==> src/sv/bcg_pkg.sv <==
`timescale 1ns / 1ps
// ----------------------------------------------------------------------------
// Bounding circle grower package
// Shared types and fixed constants for the bounding circle grower.
// ----------------------------------------------------------------------------

package bcg_pkg;

    // Fixed field widths of the stream ports
    localparam int POS_W       = 24;
    localparam int RADIUS_W    = 24;
    localparam int OUT_W       = 24;
    localparam int S_TDATA_W   = 2 * POS_W;
    localparam int M_TDATA_W   = 2 * OUT_W + RADIUS_W;

    localparam logic [RADIUS_W-1:0] RADIUS_MAX = 24'hFF_FFFF;
    localparam logic [RADIUS_W-1:0] RADIUS_RST = 24'd4000;

    // Item opcodes carried in tuser
    localparam logic OP_OBSERVE = 1'b0;
    localparam logic OP_RESET   = 1'b1;

    // Item sequencer states
    typedef enum logic [2:0] {
        ST_IDLE,
        ST_LOAD,
        ST_SQR,
        ST_TEST,
        ST_ROOT,
        ST_PROD,
        ST_DIV,
        ST_OUT
    } t_state;

endpackage

==> src/sv/bcg_sermul.sv <==
`timescale 1ns / 1ps
// ----------------------------------------------------------------------------
// Serial multiplier
// Shift-add multiplier, one multiplier bit per cycle, LSB first.
// ----------------------------------------------------------------------------

module bcg_sermul #(
    parameter int A_W = 24,
    parameter int B_W = 25
) (
    input  logic               i_clk,
    input  logic               i_rst_n,
    input  logic               i_start,
    input  logic [A_W-1:0]     i_mcand,
    input  logic [B_W-1:0]     i_mplier,
    output logic               o_done,
    output logic [A_W+B_W-1:0] o_prod
);

    localparam int P_W   = A_W + B_W;
    localparam int CNT_W = $clog2(B_W + 1);

    logic [A_W-1:0]   r_mcand;
    logic [P_W-1:0]   r_prod;
    logic [P_W-1:0]   n_prod;
    logic [CNT_W-1:0] r_cnt;
    logic             r_done;
    logic [A_W:0]     w_sum;

    // Add the multiplicand into the upper half when the current bit is set
    always_comb begin
        w_sum  = {1'b0, r_prod[P_W-1:B_W]} + (r_prod[0] ? {1'b0, r_mcand} : '0);
        n_prod = {w_sum, r_prod[B_W-1:1]};
    end

    always_ff @(posedge i_clk) begin
        if (!i_rst_n) begin
            r_cnt  <= '0;
            r_done <= 1'b0;
        end else begin
            r_done <= 1'b0;
            if (i_start) begin
                r_cnt <= CNT_W'(B_W);
            end else if (r_cnt != '0) begin
                r_cnt <= r_cnt - 1'b1;
                if (r_cnt == CNT_W'(1)) begin
                    r_done <= 1'b1;
                end
            end
        end
    end

    always_ff @(posedge i_clk) begin
        if (i_start) begin
            r_mcand <= i_mcand;
            r_prod  <= {{A_W{1'b0}}, i_mplier};
        end else if (r_cnt != '0) begin
            r_prod <= n_prod;
        end
    end

    assign o_done = r_done;
    assign o_prod = r_prod;

endmodule

==> src/sv/bcg_sqrt.sv <==
`timescale 1ns / 1ps
// ----------------------------------------------------------------------------
// Serial square root
// Restoring digit-by-digit integer square root, one root bit per cycle.
// ----------------------------------------------------------------------------

module bcg_sqrt #(
    parameter int RES_W = 25
) (
    input  logic               i_clk,
    input  logic               i_rst_n,
    input  logic               i_start,
    input  logic [2*RES_W-1:0] i_rad,
    output logic               o_done,
    output logic [RES_W-1:0]   o_root
);

    localparam int CNT_W = $clog2(RES_W + 1);

    logic [2*RES_W-1:0] r_rad;
    logic [RES_W-1:0]   r_rem;
    logic [RES_W-1:0]   r_root;
    logic [CNT_W-1:0]   r_cnt;
    logic               r_done;
    logic [RES_W+1:0]   w_rem_sh;
    logic [RES_W+1:0]   w_trial;
    logic [RES_W+1:0]   w_diff;
    logic               w_ge;
    logic [RES_W-1:0]   n_rem;

    // Bring down two radicand bits and try the next root bit
    always_comb begin
        w_rem_sh = {r_rem, r_rad[2*RES_W-1 -: 2]};
        w_trial  = {r_root, 2'b01};
        w_ge     = (w_rem_sh >= w_trial);
        w_diff   = w_rem_sh - w_trial;
        n_rem    = w_ge ? w_diff[RES_W-1:0] : w_rem_sh[RES_W-1:0];
    end

    always_ff @(posedge i_clk) begin
        if (!i_rst_n) begin
            r_cnt  <= '0;
            r_done <= 1'b0;
        end else begin
            r_done <= 1'b0;
            if (i_start) begin
                r_cnt <= CNT_W'(RES_W);
            end else if (r_cnt != '0) begin
                r_cnt <= r_cnt - 1'b1;
                if (r_cnt == CNT_W'(1)) begin
                    r_done <= 1'b1;
                end
            end
        end
    end

    always_ff @(posedge i_clk) begin
        if (i_start) begin
            r_rad  <= i_rad;
            r_rem  <= '0;
            r_root <= '0;
        end else if (r_cnt != '0) begin
            r_rad  <= {r_rad[2*RES_W-3:0], 2'b00};
            r_rem  <= n_rem;
            r_root <= {r_root[RES_W-2:0], w_ge};
        end
    end

    assign o_done = r_done;
    assign o_root = r_root;

endmodule

==> src/sv/bcg_div.sv <==
`timescale 1ns / 1ps
// ----------------------------------------------------------------------------
// Serial divider
// Restoring divider, one quotient bit per cycle. The numerator must be below
// den * 2^Q_W so that the quotient fits in Q_W bits.
// ----------------------------------------------------------------------------

module bcg_div #(
    parameter int N_W = 50,
    parameter int D_W = 26,
    parameter int Q_W = 24
) (
    input  logic           i_clk,
    input  logic           i_rst_n,
    input  logic           i_start,
    input  logic [N_W-1:0] i_num,
    input  logic [D_W-1:0] i_den,
    output logic           o_done,
    output logic [Q_W-1:0] o_quo
);

    localparam int CNT_W = $clog2(Q_W + 1);

    logic [D_W-1:0]   r_den;
    logic [D_W-1:0]   r_rem;
    logic [Q_W-1:0]   r_q;
    logic [CNT_W-1:0] r_cnt;
    logic             r_done;
    logic [D_W:0]     w_rem_sh;
    logic [D_W:0]     w_diff;
    logic             w_ge;
    logic [D_W-1:0]   n_rem;

    // Shift in the next numerator bit and subtract when it fits
    always_comb begin
        w_rem_sh = {r_rem, r_q[Q_W-1]};
        w_ge     = (w_rem_sh >= {1'b0, r_den});
        w_diff   = w_rem_sh - {1'b0, r_den};
        n_rem    = w_ge ? w_diff[D_W-1:0] : w_rem_sh[D_W-1:0];
    end

    always_ff @(posedge i_clk) begin
        if (!i_rst_n) begin
            r_cnt  <= '0;
            r_done <= 1'b0;
        end else begin
            r_done <= 1'b0;
            if (i_start) begin
                r_cnt <= CNT_W'(Q_W);
            end else if (r_cnt != '0) begin
                r_cnt <= r_cnt - 1'b1;
                if (r_cnt == CNT_W'(1)) begin
                    r_done <= 1'b1;
                end
            end
        end
    end

    // Quotient bits fill the low end as numerator bits leave the top
    always_ff @(posedge i_clk) begin
        if (i_start) begin
            r_den <= i_den;
            r_rem <= D_W'(i_num >> Q_W);
            r_q   <= i_num[Q_W-1:0];
        end else if (r_cnt != '0) begin
            r_rem <= n_rem;
            r_q   <= {r_q[Q_W-2:0], w_ge};
        end
    end

    assign o_done = r_done;
    assign o_quo  = r_q;

endmodule

==> src/sv/bounding_circle_grow.sv <==
`timescale 1ns / 1ps
// ----------------------------------------------------------------------------
// Bounding circle grower
// Keeps a 2D circle (center, radius) in 1/16 mm fixed point and grows it,
// Ritter style, to enclose each observed point; a reset item re-centers it.
// ----------------------------------------------------------------------------
//
//  Channel   Dir  Handshake                      Payload (LSB first)
//  s_axis    in   s_axis_tvalid / s_axis_tready  tdata: pos_x, pos_y
//                                                tuser: opcode
//  m_axis    out  m_axis_tvalid / m_axis_tready  tdata: center_x, center_y,
//                                                       radius
//                                                tuser: grew
//  cfg       in   i_cfg_valid / o_cfg_ready      i_cfg_data: default_radius
//
//  Each item is taken in the idle state and loaded; a reset item then goes
//  straight to the output state. An observe runs the square pass and the
//  test, and ends there when the point is inside the circle. An observe that
//  grows adds the square root, a second bit-serial multiplier pass and the
//  divider; the multiplier operand is DW = max(COORD_BITS+1, 24) bits wide.
//  Reset (synchronous, active low) centers the circle at the origin with
//  radius 4000 and loads default_radius with 4000.
//  One item is in flight at a time; a result waits in the output register,
//  so the next item is taken while m_axis is stalled, but its own result
//  holds in the output state until that register is free.
//  The config port is always ready and never touches the current radius.
// ----------------------------------------------------------------------------

module bounding_circle_grow #(
    parameter int COORD_BITS = 24
) (
    input  logic                            i_clk,
    input  logic                            i_rst_n,
    // Input items
    input  logic                            s_axis_tvalid,
    output logic                            s_axis_tready,
    input  logic [bcg_pkg::S_TDATA_W-1:0]   s_axis_tdata,  // pos_x, pos_y
    input  logic                            s_axis_tuser,  // opcode
    // Result items
    output logic                            m_axis_tvalid,
    input  logic                            m_axis_tready,
    output logic [bcg_pkg::M_TDATA_W-1:0]   m_axis_tdata,  // center_x, center_y, radius
    output logic                            m_axis_tuser,  // grew
    // Default radius register
    input  logic                            i_cfg_valid,
    output logic                            o_cfg_ready,
    input  logic [bcg_pkg::RADIUS_W-1:0]    i_cfg_data
);

    localparam int CB     = COORD_BITS;
    localparam int RW     = bcg_pkg::RADIUS_W;
    localparam int PW     = bcg_pkg::POS_W;
    localparam int OW     = bcg_pkg::OUT_W;
    localparam int ROOT_W = CB + 1;
    localparam int DW     = (ROOT_W > RW) ? ROOT_W : RW;
    localparam int PROD_W = CB + DW;
    localparam int SUM_W  = 2 * CB + 1;
    localparam int R2_W   = 2 * RW;
    localparam int CMP_W  = (SUM_W > R2_W) ? SUM_W : R2_W;
    localparam int NUM_W  = PROD_W + 1;

    // ------------------------------------------------------------------
    // Registers
    // ------------------------------------------------------------------
    bcg_pkg::t_state r_state;
    bcg_pkg::t_state n_state;

    logic            r_op;
    logic [CB-1:0]   r_px;
    logic [CB-1:0]   r_py;
    logic [CB-1:0]   r_cx;
    logic [CB-1:0]   r_cy;
    logic [RW-1:0]   r_radius;
    logic [RW-1:0]   r_default_radius;
    logic [CB-1:0]   r_ax;
    logic [CB-1:0]   r_ay;
    logic            r_negx;
    logic            r_negy;
    logic [SUM_W-1:0] r_sq;
    logic [R2_W-1:0] r_r2;
    logic [DW-1:0]   r_d;
    logic            r_grew;

    logic            r_out_valid;
    logic [OW-1:0]   r_out_cx;
    logic [OW-1:0]   r_out_cy;
    logic [RW-1:0]   r_out_radius;
    logic            r_out_grew;

    // ------------------------------------------------------------------
    // Control strobes
    // ------------------------------------------------------------------
    logic c_in_ready;
    logic c_reset_load;
    logic c_sq_start;
    logic c_sq_latch;
    logic c_no_grow;
    logic c_root_start;
    logic c_prod_start;
    logic c_div_start;
    logic c_commit;
    logic c_out_load;

    // ------------------------------------------------------------------
    // Datapath wires
    // ------------------------------------------------------------------
    logic [CB-1:0]     w_in_px;
    logic [CB-1:0]     w_in_py;
    logic              w_ge_x;
    logic              w_ge_y;
    logic [CB-1:0]     w_mag_x;
    logic [CB-1:0]     w_mag_y;
    logic              w_grow;
    logic [DW-1:0]     w_d_max;
    logic [DW-1:0]     w_d_sel;
    logic [DW-1:0]     w_d_minus_r;
    logic [CB-1:0]     w_mcand_x;
    logic [CB-1:0]     w_mcand_y;
    logic [DW-1:0]     w_mpl_x;
    logic [DW-1:0]     w_mpl_y;
    logic              w_mul_start;
    logic              w_mx_done;
    logic              w_my_done;
    logic              w_mr_done;
    logic [PROD_W-1:0] w_px_prod;
    logic [PROD_W-1:0] w_py_prod;
    logic [RW+DW-1:0]  w_pr_prod;
    logic [SUM_W-1:0]  w_sq;
    logic              w_root_done;
    logic [ROOT_W-1:0] w_root;
    logic [NUM_W-1:0]  w_num_x;
    logic [NUM_W-1:0]  w_num_y;
    logic              w_dx_done;
    logic              w_dy_done;
    logic [CB-1:0]     w_qx;
    logic [CB-1:0]     w_qy;
    logic [CB-1:0]     w_new_cx;
    logic [CB-1:0]     w_new_cy;
    logic [DW:0]       w_rsum;
    logic [DW-1:0]     w_nr;
    logic [RW-1:0]     w_nr_sat;

    // Take the low COORD_BITS bits of the 24-bit positions (upper bits read
    // as zero when the coordinates are wider than the port field)
    assign w_in_px = CB'({{CB{1'b0}}, s_axis_tdata[PW-1:0]});
    assign w_in_py = CB'({{CB{1'b0}}, s_axis_tdata[2*PW-1:PW]});

    // Offset magnitudes: subtract in whichever order gives a positive value
    always_comb begin
        w_ge_x  = ($signed(r_px) >= $signed(r_cx));
        w_ge_y  = ($signed(r_py) >= $signed(r_cy));
        w_mag_x = w_ge_x ? (r_px - r_cx) : (r_cx - r_px);
        w_mag_y = w_ge_y ? (r_py - r_cy) : (r_cy - r_py);
    end

    // Grow only when r*r < dx*dx + dy*dy
    assign w_grow = (CMP_W'(r_r2) < CMP_W'(r_sq));

    assign w_sq = SUM_W'(w_px_prod[2*CB-1:0]) + SUM_W'(w_py_prod[2*CB-1:0]);

    // d = max(floor(sqrt(S)), r), and never zero
    always_comb begin
        w_d_max     = (DW'(w_root) > DW'(r_radius)) ? DW'(w_root) : DW'(r_radius);
        w_d_sel     = (w_d_max == '0) ? DW'(1) : w_d_max;
        w_d_minus_r = w_d_sel - DW'(r_radius);
    end

    // First multiplier pass squares the offsets, the second forms |D|*(d-r)
    always_comb begin
        w_mul_start = c_sq_start || c_prod_start;
        w_mcand_x   = c_sq_start ? w_mag_x : r_ax;
        w_mcand_y   = c_sq_start ? w_mag_y : r_ay;
        w_mpl_x     = c_sq_start ? DW'(w_mag_x) : w_d_minus_r;
        w_mpl_y     = c_sq_start ? DW'(w_mag_y) : w_d_minus_r;
    end

    // Center step numerator |D|*(d-r) + d, over 2d: rounds half away from zero
    assign w_num_x = NUM_W'(w_px_prod) + NUM_W'(r_d);
    assign w_num_y = NUM_W'(w_py_prod) + NUM_W'(r_d);

    always_comb begin
        w_new_cx = r_negx ? (r_cx - w_qx) : (r_cx + w_qx);
        w_new_cy = r_negy ? (r_cy - w_qy) : (r_cy + w_qy);
        w_rsum   = (DW + 1)'(r_d) + (DW + 1)'(r_radius) + (DW + 1)'(1);
        w_nr     = w_rsum[DW:1];
        w_nr_sat = (w_nr > DW'(bcg_pkg::RADIUS_MAX)) ? bcg_pkg::RADIUS_MAX : RW'(w_nr);
    end

    // ------------------------------------------------------------------
    // Serial units
    // ------------------------------------------------------------------
    bcg_sermul #(.A_W(CB), .B_W(DW)) u_mul_x (
        .i_clk    (i_clk),
        .i_rst_n  (i_rst_n),
        .i_start  (w_mul_start),
        .i_mcand  (w_mcand_x),
        .i_mplier (w_mpl_x),
        .o_done   (w_mx_done),
        .o_prod   (w_px_prod)
    );

    bcg_sermul #(.A_W(CB), .B_W(DW)) u_mul_y (
        .i_clk    (i_clk),
        .i_rst_n  (i_rst_n),
        .i_start  (w_mul_start),
        .i_mcand  (w_mcand_y),
        .i_mplier (w_mpl_y),
        .o_done   (w_my_done),
        .o_prod   (w_py_prod)
    );

    // Radius square runs beside the offset squares, same length
    bcg_sermul #(.A_W(RW), .B_W(DW)) u_mul_r (
        .i_clk    (i_clk),
        .i_rst_n  (i_rst_n),
        .i_start  (c_sq_start),
        .i_mcand  (r_radius),
        .i_mplier (DW'(r_radius)),
        .o_done   (w_mr_done),
        .o_prod   (w_pr_prod)
    );

    bcg_sqrt #(.RES_W(ROOT_W)) u_sqrt (
        .i_clk   (i_clk),
        .i_rst_n (i_rst_n),
        .i_start (c_root_start),
        .i_rad   ((2 * ROOT_W)'(r_sq)),
        .o_done  (w_root_done),
        .o_root  (w_root)
    );

    bcg_div #(.N_W(NUM_W), .D_W(DW + 1), .Q_W(CB)) u_div_x (
        .i_clk   (i_clk),
        .i_rst_n (i_rst_n),
        .i_start (c_div_start),
        .i_num   (w_num_x),
        .i_den   ({r_d, 1'b0}),
        .o_done  (w_dx_done),
        .o_quo   (w_qx)
    );

    bcg_div #(.N_W(NUM_W), .D_W(DW + 1), .Q_W(CB)) u_div_y (
        .i_clk   (i_clk),
        .i_rst_n (i_rst_n),
        .i_start (c_div_start),
        .i_num   (w_num_y),
        .i_den   ({r_d, 1'b0}),
        .o_done  (w_dy_done),
        .o_quo   (w_qy)
    );

    // ------------------------------------------------------------------
    // Sequencer
    // ------------------------------------------------------------------
    always_comb begin
        n_state = r_state;
        unique case (r_state)
            bcg_pkg::ST_IDLE: begin
                if (s_axis_tvalid) begin
                    n_state = bcg_pkg::ST_LOAD;
                end
            end
            bcg_pkg::ST_LOAD: begin
                if (r_op == bcg_pkg::OP_RESET) begin
                    n_state = bcg_pkg::ST_OUT;
                end else begin
                    n_state = bcg_pkg::ST_SQR;
                end
            end
            bcg_pkg::ST_SQR: begin
                if (w_mx_done) begin
                    n_state = bcg_pkg::ST_TEST;
                end
            end
            bcg_pkg::ST_TEST: begin
                if (w_grow) begin
                    n_state = bcg_pkg::ST_ROOT;
                end else begin
                    n_state = bcg_pkg::ST_OUT;
                end
            end
            bcg_pkg::ST_ROOT: begin
                if (w_root_done) begin
                    n_state = bcg_pkg::ST_PROD;
                end
            end
            bcg_pkg::ST_PROD: begin
                if (w_mx_done) begin
                    n_state = bcg_pkg::ST_DIV;
                end
            end
            bcg_pkg::ST_DIV: begin
                if (w_dx_done) begin
                    n_state = bcg_pkg::ST_OUT;
                end
            end
            bcg_pkg::ST_OUT: begin
                if (!r_out_valid || m_axis_tready) begin
                    n_state = bcg_pkg::ST_IDLE;
                end
            end
            default: n_state = bcg_pkg::ST_IDLE;
        endcase
    end

    always_comb begin
        c_in_ready   = 1'b0;
        c_reset_load = 1'b0;
        c_sq_start   = 1'b0;
        c_sq_latch   = 1'b0;
        c_no_grow    = 1'b0;
        c_root_start = 1'b0;
        c_prod_start = 1'b0;
        c_div_start  = 1'b0;
        c_commit     = 1'b0;
        c_out_load   = 1'b0;
        unique case (r_state)
            bcg_pkg::ST_IDLE: c_in_ready = 1'b1;
            bcg_pkg::ST_LOAD: begin
                c_reset_load = (r_op == bcg_pkg::OP_RESET);
                c_sq_start   = (r_op == bcg_pkg::OP_OBSERVE);
            end
            bcg_pkg::ST_SQR:  c_sq_latch = w_mx_done;
            bcg_pkg::ST_TEST: begin
                c_root_start = w_grow;
                c_no_grow    = !w_grow;
            end
            bcg_pkg::ST_ROOT: c_prod_start = w_root_done;
            bcg_pkg::ST_PROD: c_div_start  = w_mx_done;
            bcg_pkg::ST_DIV:  c_commit     = w_dx_done;
            bcg_pkg::ST_OUT:  c_out_load   = !r_out_valid || m_axis_tready;
            default: ;
        endcase
    end

    always_ff @(posedge i_clk) begin
        if (!i_rst_n) begin
            r_state <= bcg_pkg::ST_IDLE;
        end else begin
            r_state <= n_state;
        end
    end

    // Circle state and default radius
    always_ff @(posedge i_clk) begin
        if (!i_rst_n) begin
            r_cx             <= '0;
            r_cy             <= '0;
            r_radius         <= bcg_pkg::RADIUS_RST;
            r_default_radius <= bcg_pkg::RADIUS_RST;
        end else begin
            if (i_cfg_valid) begin
                r_default_radius <= i_cfg_data;
            end
            if (c_reset_load) begin
                // Re-center at the given position with the default radius
                r_cx     <= r_px;
                r_cy     <= r_py;
                r_radius <= r_default_radius;
            end else if (c_commit) begin
                r_cx     <= w_new_cx;
                r_cy     <= w_new_cy;
                r_radius <= w_nr_sat;
            end
        end
    end

    // Working registers of one item
    always_ff @(posedge i_clk) begin
        if (c_in_ready && s_axis_tvalid) begin
            r_op <= s_axis_tuser;
            r_px <= w_in_px;
            r_py <= w_in_py;
        end
        if (c_sq_start) begin
            r_ax   <= w_mag_x;
            r_ay   <= w_mag_y;
            r_negx <= !w_ge_x;
            r_negy <= !w_ge_y;
        end
        if (c_sq_latch) begin
            r_sq <= w_sq;
            r_r2 <= w_pr_prod[R2_W-1:0];
        end
        if (c_prod_start) begin
            r_d <= w_d_sel;
        end
        if (c_reset_load || c_no_grow) begin
            r_grew <= 1'b0;
        end else if (c_commit) begin
            r_grew <= 1'b1;
        end
    end

    // Output register: hold a result until m_axis takes it
    always_ff @(posedge i_clk) begin
        if (!i_rst_n) begin
            r_out_valid <= 1'b0;
        end else if (c_out_load) begin
            r_out_valid <= 1'b1;
        end else if (m_axis_tready) begin
            r_out_valid <= 1'b0;
        end
    end

    always_ff @(posedge i_clk) begin
        if (c_out_load) begin
            // Sign extend narrow centers, drop the top of wide ones
            r_out_cx     <= OW'({{OW{r_cx[CB-1]}}, r_cx});
            r_out_cy     <= OW'({{OW{r_cy[CB-1]}}, r_cy});
            r_out_radius <= r_radius;
            r_out_grew   <= r_grew;
        end
    end

    assign s_axis_tready = c_in_ready;
    assign o_cfg_ready   = 1'b1;
    assign m_axis_tvalid = r_out_valid;
    assign m_axis_tdata  = {r_out_radius, r_out_cy, r_out_cx};
    assign m_axis_tuser  = r_out_grew;

    // ------------------------------------------------------------------
    // Assertions
    // ------------------------------------------------------------------
    // Square pass: all three multipliers finish together
    a_sqr_sync: assert property (@(posedge i_clk) disable iff (!i_rst_n)
        (r_state == bcg_pkg::ST_SQR) |->
            ((w_mx_done == w_my_done) && (w_mx_done == w_mr_done)))
        else $error("square multipliers out of step");

    // Center step never passes the observed point
    a_step_bound: assert property (@(posedge i_clk) disable iff (!i_rst_n)
        (r_state == bcg_pkg::ST_DIV && w_dx_done) |->
            (w_dy_done && (w_qx <= r_ax) && (w_qy <= r_ay)))
        else $error("center step exceeds offset");

    // Growth never shrinks the radius
    a_radius_grow: assert property (@(posedge i_clk) disable iff (!i_rst_n)
        c_commit |=> (r_radius >= $past(r_radius)))
        else $error("radius decreased on growth");

endmodule

==> config.mk <==
export PLATFORM = sky130hd
export DESIGN_NAME = bounding_circle_grow
export DESIGN_NICKNAME = d
export VERILOG_FILES = /design/src/sv/bcg_pkg.sv /design/src/sv/bcg_sermul.sv /design/src/sv/bcg_sqrt.sv /design/src/sv/bcg_div.sv /design/src/sv/bounding_circle_grow.sv
export SDC_FILE = /design/constraint.sdc
export NUM_CORES = 2
export LEC_CHECK = 0
export ABC_AREA = 1
export CAP_MARGIN = 20
export CORE_MARGIN = 5
export CORE_UTILIZATION = 61
export CTS_CLUSTER_DIAMETER = 40
export DETAILED_ROUTE_END_ITERATION = 10
export DONT_BUFFER_PORTS = 1
export PLACE_DENSITY = 0.77
export RECOVER_POWER = 25
export REMOVE_ABC_BUFFERS = 1
export SLEW_MARGIN = 20
export SYNTH_ARGS = -nofsm -noshare
export SYNTH_HDL_FRONTEND = slang
export SYNTH_HIERARCHICAL = 1
export SYNTH_SLANG_ARGS = --single-unit
==> constraint.sdc <==
create_clock -name i_clk -period 17.3 [get_ports i_clk]
set_input_delay 5.19 -clock i_clk [delete_from_list [all_inputs] [get_ports i_clk]]
set_output_delay 5.19 -clock i_clk [all_outputs]
set_load 0.005 [all_outputs]
==> results by group <==
Outcome
  • Status: finished, violations left
  • Violations in the final reports: capacitance limit, slew limit

GRT
  • Grt met1 use: 0.513
  • Met3 Use GR: 0.0736
  • M2 GR Usage: 0.583
  • First-pass GRT wire length: about 340 mm
  • Gr busiest metal: met2
  • Antenna violations before repair: 10
  • Largest net degree at the start of global routing: 80
  • Grt ovf: 0
  • Number of global-route vias before repair: 59600
  • Total Routing Usage GR: 0.379

CTS
  • CTS Buf Count: ~140
  • Root buf cell: clkbuf_16
  • H-tree levels: 4
  • Maximum buffer depth of the clock tree: 3
  • Hold-fix buffers at CTS: 0
  • Clock Sinks: 899
  • Worst-Skew Late Latency: about 0.78 ns
  • PostCTS Resize Cnt: 0
  • Clock Pin Slew Worst Setup and Hold Paths: 0.06 ns
  • Clock tree from TritonCTS: done
  • # Post-CTS Setup Buffers: 0

Final layout
  • Fin nets: ~10000
  • Share of layout cells above drive strength 1: 0.0540
  • Layout area overhead: 8.92%

STA
  • Fmax: between 0.1 and 0.15 GHz
  • Final Hold Fails: 0
  • Pins Over Slew Limit: around 460
  • Slew @ Worst Pin: around 3.5 ns
  • Final Cycle Share: 0.459
  • Post-route minimum period: approximately 7.9 ns
  • Final setup TNS: 0 ns
  • Final worst slack: 9.36 ns
  • Worst hold slack: 0.427 ns
  • Slew headroom: -1.34
  • Final setup fails: 0
  • Final Skew: around 0.054 ns
  • Unrepaired setup endpoints after global routing: false

Critical path
  • Data arrival time of the worst path: around 8.4 ns
  • Worst Setup End Kind: flip-flop
  • Worst reg2reg setup slack: slightly above 9 ns
  • CP Max Fanout: 61
  • Worst path required time: around 18 ns
  • Startpoint types: flip-flop
  • Kind of critical path: reg2reg

Floorplanning
  • # IOs: around 150
  • Row Count: between 100 and 150
  • Initial core utilization: 0.615
  • Total die area: approximately 120000 µm²
  • Die Ht: between 300 and 400 µm
  • Core Box Area: 109000 µm²
  • Die X: 342 µm

Yosys
  • Cells after Synth: roughly 9400
  • Synth Cell Area: about 67000 µm²
  • Ys Warns: 6
  • Syn Area/Cell: 7.14 µm²

Place
  • Place WS: approximately 11 ns
  • GPL Wtd Cong: 1.03
  • IO buf count: 0
  • DP HPWL: between 150 and 200 mm

Drt
  • 1st-iter DRT viols: around 7000
  • Vias per cell: between 5 and 6
  • Routed wire length: ~230 mm
  • Drt wl/cell: approximately 21 µm
  • Drt drc: 0
  • Vias: approximately 64000
  • Drt pass-1 iters: 7
  • Antenna-violating nets left: 0

Flow run
  • Total of max-cap violations: 9

Worst hold path
  • Worst min path class: reg2reg
==> per-layer routing <==
| layer | part of all wire | vias up |
|---|---|---|
| li1 | - | 30400 |
| met1 | 0.41 | 29400 |
| met2 | 0.43 | 3143 |
| met3 | 0.098 | 634 |
| met4 | 0.057 | 8 |
| met5 | 0.00021 | - |
==> state kept, by name, indices dropped and copies added, names as in the netlist, 25 cells and up <==
register / count
u_div_y/r_den: 26
u_div_x/r_rem: 26
u_sqrt/r_rad: 50
r_d: 25
u_sqrt/r_rem: 25
u_div_x/r_den: 26
u_mul_r/o_prod: 49
u_sqrt/o_root: 25
u_mul_y/o_prod: 49
r_sq: 49
r_r2: 48
u_mul_x/o_prod: 49
u_div_y/r_rem: 26
==> worst paths after layout <==
check        depth (start not counted)            endpoint             start
max reg2reg                         13  u_mul_y/o_prod[12]        r_state[0]
max                                 13  u_mul_y/o_prod[12]        r_state[0]
min                                  1      u_div_x/o_done  u_div_x/r_cnt[4]
min reg2reg                          1      u_div_x/o_done  u_div_x/r_cnt[4]
==> stage by stage <==
| step | instances | util | cell area, µm² |
|---|---|---|---|
| floorplan | 9210 | - | 66100 |
| detailed placement | 10700 | 0.626 | 68300 |
| finish | 11000 | 0.670 | 73200 |
| CTS | 11000 | 0.671 | 73200 |
| global route | 11000 | 0.670 | 73200 |
| global placement | 10700 | 0.626 | 68300 |
==> cell usage in the layout, fill, tap and decap left out, types with 42 or more instances in the layout <==
cell       instances
clkbuf_16        141
nand3b_1          57
o21ai_0          372
xor2_1           225
nand3_1          458
nand2_2           42
xnor2_1          137
edfxtp_1         595
ha_1             518
nand4_1          109
a21o_1            46
nor2_1           658
a31oi_1           73
a21oi_1          553
inv_1           1433
o21bai_1          51
nor2_2            44
dfxtp_1          304
nand2_1         3044
nor3_1            84
or2_2             44
==> layout make-up <==
cell class | count | area (µm²)
multi-input combinational | 6832 | 36700
antenna | 6 | 15.0
fill | 9508 | 36000
sequential | 899 | 24000
tap | 1476 | 1850
clock inverter | 93 | 1220
clock buffer | 161 | 3650
inverter | 1479 | 5560
timing repair buffer | 35 | 221
==> worst max-delay path, stage by stage, from the launching register on <==
cell	delay (ns)
dfxtp_1	0.40
inv_1	0.09
nor2_1	0.23
nand2_1	0.14
nor2_4	0.09
clkbuf_1	2.11
clkinv_1	0.26
clkbuf_1	1.30
o21ai_4	0.34
buf_4	0.51
buf_4	0.71
inv_2	0.65
nand2_1	0.22
buf_4	0.40
Power is not shown: default switching activity piles up to over one toggle a cycle in this logic, so the estimate is an artifact.
